[config.mk]
export PLATFORM = sky130hd
export DESIGN_NAME = kcv_div
export DESIGN_NICKNAME = d
export VERILOG_FILES = /design/src/kcv_pkg.sv /design/src/kcv_div.sv
export SDC_FILE = /design/constraint.sdc
export NUM_CORES = 1
export LEC_CHECK = 0
export ABC_AREA = 1
export BUFFER_PORTS_ARGS = -buffer_cell sky130_fd_sc_hd__buf_2
export CORE_MARGIN = 5
export CORE_UTILIZATION = 40
export DETAILED_ROUTE_END_ITERATION = 16
export GPL_TIMING_DRIVEN = 1
export HOLD_SLACK_MARGIN = 0.03
export PLACE_DENSITY = 0.6
export SLEW_MARGIN = 20
export SYNTH_ARGS = -nofsm -noshare
export SYNTH_HDL_FRONTEND = slang
export SYNTH_SLANG_ARGS = --single-unit
[constraint.sdc]
create_clock -name clk -period 10.3 [get_ports clk]
set_clock_uncertainty 0.2 [all_clocks]
set_input_delay 2.06 -clock clk [delete_from_list [all_inputs] [get_ports clk]]
set_output_delay 2.06 -clock clk [all_outputs]
set_load 0.02 [all_outputs]
[src/kcv_pkg.sv]
// ----------------------------------------------------------------------------
// kcv_pkg: shared types and constants
// Codes, widths and the job descriptor of the constant-velocity filter core.
// ----------------------------------------------------------------------------
package kcv_pkg;

  localparam int DW      = 32;
  localparam int WW      = 64;
  localparam int CFG_W   = 31;
  localparam int STAMP_W = 48;
  localparam int PAW     = 5;

  localparam logic [STAMP_W-1:0] DT_MIN    = 48'd66;
  localparam logic [STAMP_W-1:0] DT_MAX    = 48'h0000_7FFF_FFFF;
  localparam logic signed [WW-1:0] DET_FLOOR = 64'sd281;

  localparam logic signed [DW-1:0] MAX32 = 32'sh7FFF_FFFF;
  localparam logic signed [DW-1:0] MIN32 = 32'sh8000_0000;
  localparam logic signed [WW-1:0] MAX64 = 64'sh7FFF_FFFF_FFFF_FFFF;
  localparam logic signed [WW-1:0] MIN64 = 64'sh8000_0000_0000_0000;

  // B-side operand classes
  localparam logic [2:0] BC_ZERO = 3'd0;
  localparam logic [2:0] BC_EST  = 3'd1;
  localparam logic [2:0] BC_COV  = 3'd2;
  localparam logic [2:0] BC_Y    = 3'd3;
  localparam logic [2:0] BC_H    = 3'd4;
  localparam logic [2:0] BC_S11  = 3'd5;
  localparam logic [2:0] BC_S10  = 3'd6;

  // A-side operand classes
  localparam logic [2:0] AC_DT  = 3'd0;
  localparam logic [2:0] AC_K   = 3'd1;
  localparam logic [2:0] AC_S00 = 3'd2;
  localparam logic [2:0] AC_S01 = 3'd3;
  localparam logic [2:0] AC_S10 = 3'd4;
  localparam logic [2:0] AC_S11 = 3'd5;

  // add-in terms
  localparam logic [2:0] AI_NONE = 3'd0;
  localparam logic [2:0] AI_MXX  = 3'd1;
  localparam logic [2:0] AI_MXY  = 3'd2;
  localparam logic [2:0] AI_MYX  = 3'd3;
  localparam logic [2:0] AI_MYY  = 3'd4;
  localparam logic [2:0] AI_PX   = 3'd5;
  localparam logic [2:0] AI_PY   = 3'd6;
  localparam logic [2:0] AI_Q    = 3'd7;

  // destinations
  localparam logic [2:0] D_EST = 3'd0;
  localparam logic [2:0] D_COV = 3'd1;
  localparam logic [2:0] D_S   = 3'd2;
  localparam logic [2:0] D_Y   = 3'd3;
  localparam logic [2:0] D_DET = 3'd4;
  localparam logic [2:0] D_NUM = 3'd5;

  // product scaling
  localparam logic [1:0] SH_RAW = 2'd0;
  localparam logic [1:0] SH_16  = 2'd1;
  localparam logic [1:0] SH_24  = 2'd2;

  localparam logic [5:0] LAST_PRED = 6'd21;
  localparam logic [5:0] LAST_MEAS = 6'd34;

  typedef struct packed {
    logic [2:0] base_c;
    logic [3:0] base_i;
    logic       base_neg;
    logic [2:0] add_c;
    logic [1:0] add_i;
    logic [1:0] nterm;
    logic [2:0] a1_c;
    logic [2:0] a1_i;
    logic [2:0] b1_c;
    logic [3:0] b1_i;
    logic       n1;
    logic [2:0] a2_c;
    logic [2:0] a2_i;
    logic [2:0] b2_c;
    logic [3:0] b2_i;
    logic       n2;
    logic [1:0] sh;
    logic [2:0] dst_c;
    logic [3:0] dst_i;
  } job_t;

  typedef struct packed {
    logic done;
    logic sat;
  } div_stat_t;

  function automatic logic [CFG_W-1:0] cfg_reset(input logic [2:0] idx);
    logic [CFG_W-1:0] v;
    case (idx)
      3'd0:    v = 31'd167772;
      3'd1:    v = 31'd335544;
      3'd2:    v = 31'd167772;
      3'd3:    v = 31'd167772;
      3'd4:    v = 31'd3355443;
      3'd5:    v = 31'd1342177;
      3'd6:    v = 31'd838861;
      default: v = 31'd838861;
    endcase
    return v;
  endfunction

endpackage

[src/kcv_div.sv]
// ----------------------------------------------------------------------------
// kcv_div: gain divider
// Bit-serial signed divide giving round(n * 2^24 / d), saturated to 32 bits.
// ----------------------------------------------------------------------------
module kcv_div (
  input  logic                            clk,
  input  logic                            rst,
  input  logic                            start,
  input  logic signed [kcv_pkg::WW-1:0]   num,
  input  logic signed [kcv_pkg::WW-1:0]   den,
  output logic signed [kcv_pkg::DW-1:0]   quo,
  output kcv_pkg::div_stat_t              stat
);

  logic                       busy;
  logic                       done;
  logic                       sat;
  logic                       neg;
  logic [4:0]                 cnt;
  logic [kcv_pkg::WW-1:0]     rem;
  logic [kcv_pkg::WW-1:0]     dvs;
  logic [kcv_pkg::DW-1:0]     shreg;
  logic [kcv_pkg::DW-1:0]     q;

  logic [kcv_pkg::WW-1:0]     un;
  logic [kcv_pkg::WW-1:0]     ud;
  logic                       over;
  logic [kcv_pkg::WW:0]       r2;
  logic                       ge;
  logic [kcv_pkg::WW:0]       r2_sub;
  logic [kcv_pkg::DW-1:0]     qf;
  logic [kcv_pkg::DW:0]       qinc;
  logic [kcv_pkg::DW-1:0]     rq;

  always_comb begin
    un     = num[kcv_pkg::WW-1] ? (64'd0 - num) : num;
    ud     = den[kcv_pkg::WW-1] ? (64'd0 - den) : den;
    over   = ({7'd0, un} >= {ud, 7'd0});
    r2     = {rem, shreg[kcv_pkg::DW-1]};
    ge     = (r2 >= {1'b0, dvs});
    r2_sub = r2 - {1'b0, dvs};
    qf     = {q[kcv_pkg::DW-2:0], ge};
    qinc   = {1'b0, qf} + 33'd1;
    rq     = qinc[kcv_pkg::DW:1];
  end

  always_ff @(posedge clk) begin
    if (rst) begin
      busy <= 1'b0;
      done <= 1'b0;
    end else begin
      done <= 1'b0;
      if (start) begin
        neg <= num[kcv_pkg::WW-1] ^ den[kcv_pkg::WW-1];
        if (over) begin
          quo  <= (num[kcv_pkg::WW-1] ^ den[kcv_pkg::WW-1]) ? kcv_pkg::MIN32 : kcv_pkg::MAX32;
          sat  <= 1'b1;
          done <= 1'b1;
        end else begin
          rem   <= {7'd0, un[kcv_pkg::WW-1:7]};
          shreg <= {un[6:0], 25'd0};
          dvs   <= ud;
          q     <= '0;
          cnt   <= '0;
          sat   <= 1'b0;
          busy  <= 1'b1;
        end
      end else if (busy) begin
        rem   <= ge ? r2_sub[kcv_pkg::WW-1:0] : r2[kcv_pkg::WW-1:0];
        shreg <= {shreg[kcv_pkg::DW-2:0], 1'b0};
        q     <= qf;
        cnt   <= cnt + 5'd1;
        if (cnt == 5'd31) begin
          busy <= 1'b0;
          done <= 1'b1;
          if (neg) begin
            quo <= $signed(32'd0 - rq);
            sat <= 1'b0;
          end else if (rq[kcv_pkg::DW-1]) begin
            quo <= kcv_pkg::MAX32;
            sat <= 1'b1;
          end else begin
            quo <= $signed(rq);
            sat <= 1'b0;
          end
        end
      end
    end
  end

  assign stat = '{done: done, sat: sat};

endmodule

# [Word level (Yosys, flattened, before mapping)]
# Cells that the tools add are included.
[classes] bitwise_logic=3 n_mux=35 eq_ne=3 n_lt_le_gt_ge=2 add_sub_neg=6 reduce_logical=7
[op_table] cell="64-bit two-way mux" count=6
[op_table] cell="32-bit two-way mux" count=9
[op_table] cell="1-bit by 64-bit subtractor with 64-bit output (first input constant)" count=2
[op_table] cell="31-bit two-way mux" count=4
[op_table] cell="64-bit by 71-bit >= comparator with 1-bit output" count=1
[op_table] cell="65-bit by 64-bit >= comparator with 1-bit output" count=1
[op_table] cell="64-bit subtractor" count=1
[op_table] cell="32-bit by 1-bit adder with 33-bit output (second input constant)" count=1
[op_table] cell="1-bit by 32-bit subtractor with 32-bit output (first input constant)" count=1
[op_table] cell="5-bit two-way mux" count=3
[op_table] cell="1-bit two-way mux" count=13
[op_table] cell="3-bit AND reduction" count=3
[op_table] cell="5-bit by 1-bit adder with 5-bit output (second input constant)" count=1
[op_table] cell="5-bit == test (second input constant)" count=1
[op_table] cell="4-bit AND reduction" count=1
[op_table] cell="2-bit nonzero test" count=2
[op_table] cell="2-bit by 1-bit != test with 1-bit output (second input constant)" count=1
[op_table] cell="2-bit != test (second input constant)" count=1
[op_table] cell="1-bit inverter" count=2
[op_table] cell="2-bit AND reduction" count=1
[op_table] cell="1-bit bitwise XOR" count=1
[word_totals] word_cells=66 output_inout_bits=34 reg_bits=232

# [Logic depth before layout (Yosys ltp)]
[logic_depth] word_depth=7 mapped_depth=38 mapped_depth_nobuf=34

# [Worst setup path before layout]
# Ideal clock, no wire load.
[synth_timing] kind="input to register" startpoint="input den[1] (netlist bit)" endpoint="register quo[0] (netlist bit), enable pin" cell_stages=30 t_arrival_ps=7510 required_ps=9630 path_slack_ps=2120 setup_time_ps=470 cell_sequence="inv_1 ha_1 nand4_1 nor2_1 nand4_1 nor2_2 nand3_1 nor2_2 nand4_1 nor2_1 nand2_1 nand2_1 xor2_1 inv_1 ha_1 nand2_1 inv_1 nand3_1 nor4_1 nor4b_1 nand2_1 nand2_1 nand2_1 nand2_1 nand2_1 nand2_1 nand2_1 nand2_1 nand2_1 a21boi_0"
[synth_via] elab_chain_len=5
[synth_lines] item="start, declared" line_no="kcv_div.sv:10" rtl="input logic signed [kcv_pkg::WW-1:0] den,"
[synth_lines] item="1-bit by 64-bit subtractor with 64-bit output" line_no="kcv_div.sv:37" rtl="ud = den[kcv_pkg::WW-1] ? (64'd0 - den) : den;"
[synth_lines] item="64-bit two-way mux" line_no="kcv_div.sv:37"
[synth_lines] item="named net ud (one bit)" line_no="kcv_div.sv:26" rtl="logic [kcv_pkg::WW-1:0] ud;"
[synth_lines] item="64-bit by 71-bit >= comparator with 1-bit output" line_no="kcv_div.sv:38" rtl="over = ({7'd0, un} >= {ud, 7'd0});"
[synth_lines] item="2-bit by 1-bit != test with 1-bit output (no source line)"
[synth_lines] item="4-bit AND reduction (no source line)"
[synth_lines] item="end signal, assigned" line_no="kcv_div.sv:56" rtl="quo <= (num[kcv_pkg::WW-1] ^ den[kcv_pkg::WW-1]) ? kcv_pkg::MIN32 : kcv_pkg::MAX32;"
[synth_lines] item="end signal, assigned" line_no="kcv_div.sv:77" rtl="quo <= $signed(32'd0 - rq);"
[synth_lines] item="end signal, assigned" line_no="kcv_div.sv:80" rtl="quo <= kcv_pkg::MAX32;"
[synth_lines] item="end, declared" line_no="kcv_div.sv:11" rtl="output logic signed [kcv_pkg::DW-1:0] quo,"
# The timed path passes the listed nets, and every way through them passes these cells.
# A chain may end at the register's enable or synchronous reset.

# [Final worst setup path]
[layout_timing] startpoint="input den[0] (netlist bit)" endpoint="register quo[23] (netlist bit), enable pin"
# The elaborated chain is that of the path after synthesis.

==> flow_metrics.env <==
export IMPL_fmax_ghz=0.134
export IMPL_cts_max_level=1
export IMPL_p_int_mw=1.95
export IMPL_ir_worst_vdd_uv=105
export IMPL_setup_tns_ps=0
export IMPL_grt_pass1_wl_um=102000
export IMPL_via_per_inst=5.26
export IMPL_rsz0062_at_grt="false"
export IMPL_grt_max_degree=85
export IMPL_cpMaxStageDelayCell="a21boi_4"
export IMPL_ys_seq_area_share_pct=31.4
export IMPL_post_synth_fa_ha_maj_area_fraction_pct=8.15
export IMPL_yosysWarnings=0
export IMPL_place_detailed_hpwl_um=54500
export IMPL_synth_compound_area_share_pct=13.1
export IMPL_hold_viol=0
export IMPL_dr_pass1_iters=6
export IMPL_dr_total_vias=18900
export IMPL_busiest_layer="met2"
export IMPL_crit_type="in -> reg"
export IMPL_nNetsFinal=3183
export IMPL_cts_hold_buf=0
export IMPL_worstPathMaxFanout=32
export IMPL_grt_use_total_pct=23.8
export IMPL_ant_nets=0
export IMPL_grt_use_met1_pct=32.4
export IMPL_power_frac_comb_pct=35.4
export IMPL_path_delay_family="simple AND/OR/NAND/NOR gates"
export IMPL_synth_ff_type="edfxtp_1"
export IMPL_p_sw_mw=1.11
export IMPL_power_leakage_nw=10.0
export IMPL_rows=81
export IMPL_synth_async_reset_ratio_pct=0
export IMPL_slowest_delay_ps=830
export IMPL_grt_antenna_before_repair=0
export IMPL_drv_cap=0
export IMPL_grt_ovfl_total=0
export IMPL_cp_end_kind="register"
export IMPL_root_buffer="clkbuf_16"
export IMPL_synth_xor_area_share_pct=8.52
export IMPL_power_frac_clock_pct=29.9
export IMPL_drc=0
export IMPL_core_area_mm2=0.0488
export IMPL_hp_class="reg -> reg"
export IMPL_place_gp_congestion=0.980
export IMPL_tritoncts="built"
export IMPL_area_growth_pct=11.6
export IMPL_ys_types=57
export IMPL_post_drt_wl_per_cell_um=18.2
export IMPL_use_met3_pct=2.05
export IMPL_n_antenna_cell=0
export IMPL_pwr_share_seq_pct=34.7
export IMPL_syn_inst=2789
export IMPL_io_pins=165
export IMPL_fillers=5134
export IMPL_die_area_mm2=0.0539
export IMPL_synthSimpleGateAreaFrac_pct=28.5
export IMPL_start_util_pct=40.4
export IMPL_slew_violations=0
export IMPL_p_sw_share_pct=36.3
export IMPL_die_h_um=232
export IMPL_grt_pass1_vias=18600
export IMPL_power_density_mw_per_mm2=139
export IMPL_critical_path_buf_inv_count=3
export IMPL_synth_edf_count=205
export IMPL_synthesis_nets=3048
export IMPL_crit_arrival_ps=7440
export IMPL_ys_ff_latch=207
export IMPL_drt_iter0_markers=1310
export IMPL_fin_crit_sh_pct=72.7
export IMPL_cp_start_kind="primary input"
export IMPL_numCtsBuffers=23
export IMPL_io_buffer_count=164
export IMPL_cts_path_max_buffers=3
export IMPL_required_ps=10260
export IMPL_finalSetupViolCount=0
export IMPL_post_cts_resized=0
export IMPL_post_cts_buffers=0
export IMPL_period_needed_ps=7490
export IMPL_clock_latency_ps=540
export IMPL_synth_avg_cell_area_um2=7.08
export IMPL_path_clk_slew_ps=70
export IMPL_drive_above_1_share_pct=10.7
export IMPL_use_met2_pct=39.8
export IMPL_die_w_um=232
export IMPL_outcome="completed"
export IMPL_relSlewSlack_pct=32.5
export IMPL_synth_cell_area_mm2=0.0197
export IMPL_wl_um=65500
export IMPL_cts_sinks=207
export IMPL_synth_top_family_by_area="simple AND/OR/NAND/NOR gates"
export IMPL_timing_hold_ws_ps=262
export IMPL_synth_mux_area_share_pct=0
export IMPL_worst_pin_slew_ps=1010
-- layout by cell type, fill, tap and decap left out, drive strengths merged, types with 3 or more instances in the layout --
cell type	count
clkinv	7
xnor2	52
o211ai	20
and3	4
nor2	351
or2	9
nor4	42
nand3	148
ha	127
nand2	575
inv	469
a21oi	149
o31ai	9
a21o	8
buf	175
o21ai	230
bufinv	6
nand4	60
xor2	140
o21bai	3
nor3	61
a31oi	29
edfxtp	205
o21a	8
a21boi	5
clkbuf	26
-- path summary, 6_finish.rpt --
check,startpoint,end,slack [ps],cells past startpoint
min reg2reg,busy$_SDFFE_PP0N_,busy$_SDFFE_PP0N_,260,2
max reg2reg,dvs[61]$_DFFE_PP_,quo[12]$_DFFE_PP_,4910,28
max,den[0],quo[23]$_DFFE_PP_,2810,25
min,busy$_SDFFE_PP0N_,busy$_SDFFE_PP0N_,260,2
-- cell usage after synthesis, drive strengths merged, types with 3 or more instances --
library cell / count / area share [%]
a31oi: 29 / 0.92
a21oi: 149 / 3.8
xnor2: 52 / 2.3
a21o: 8 / 0.30
and3: 4 / 0.13
a21boi: 5 / 0.19
o21ai: 230 / 5.9
ha: 127 / 8.0
nor3: 61 / 1.6
nand3: 148 / 4.2
nor2: 351 / 7.2
o21a: 8 / 0.30
nand2: 575 / 11
edfxtp: 205 / 31
o211ai: 20 / 0.76
inv: 466 / 8.9
o31ai: 9 / 0.34
nor4: 42 / 1.3
xor2: 140 / 6.2
nand4: 60 / 2.0
or2: 9 / 0.29
o21bai: 3 / 0.11
buf: 26 / 0.76
clkbuf: 39 / 0.74
-- per-layer routing --
metal,share of wire (%),routed length [um]
met3,4.8,3130
met4,3.7,2440
met2,46,30100
met1,46,29800
met5,0,0
-- metrics by stage --
step | std cells | utilization, % | total power [mW] | area (um2) | worst slack (ps)
floorplan | 2789 | - | 1.82 | 19700 | 2120
global placement | 3563 | 43.4 | 2.13 | 21200 | 2380
detailed placement | 3563 | 43.4 | 2.14 | 21200 | 2270
CTS | 3605 | 45.1 | 3.06 | 22000 | 2800
global route | 3605 | 45.1 | 3.25 | 22000 | 2150
finish | 3605 | 45.1 | 3.05 | 22000 | 2810
-- worst reg2reg max path, delay by kind of cell (launching register included) --
kind / cells / cell delay, ps
flops: 1 / 340
simple gates: 21 / 3400
compound gates: 2 / 290
buf+inv: 3 / 480
fa+ha+maj: 2 / 560
-- layout make-up --
cell class	count	area, um2	area share, %
flip-flops and latches	207	6200	28.1
well taps	664	831	3.77
multi-input cells	2051	11500	52.3
clock buffers	26	587	2.66
repair buffers	175	906	4.11
clock inverters	16	245	1.11
inverters	466	1750	7.95
-- power groups by stage --
stage | registers [mW] | logic (mW) | clock network, mW
after global placement | 1.07 | 1.06 | 0
after CTS | 1.06 | 1.07 | 0.933
after detailed placement | 1.08 | 1.06 | 0
final | 1.06 | 1.08 | 0.912
after global routing | 1.07 | 1.21 | 0.969
after floorplan | 1.07 | 0.750 | 0
-- sequential cells by signal, summed over array words and instances (netlist names) --
| register | flops |
|---|---|
| rem | 64 |
| done | 1 |
| busy | 1 |
| q | 31 |
| dvs | 64 |
| neg | 1 |
| quo | 32 |
| cnt | 5 |
| sat | 1 |
| shreg | 7 |
-- cell families (layout without fill, tap and decap cells) --
kind of cell / Yosys count / after routing
simple gates: 1260 / 1260
buf+inv: 531 / 683
compound gates: 471 / 471
flops: 207 / 207
xor+xnor: 192 / 192
fa+ha+maj: 128 / 128
Note: power is estimated with default switching activity, not from simulation.
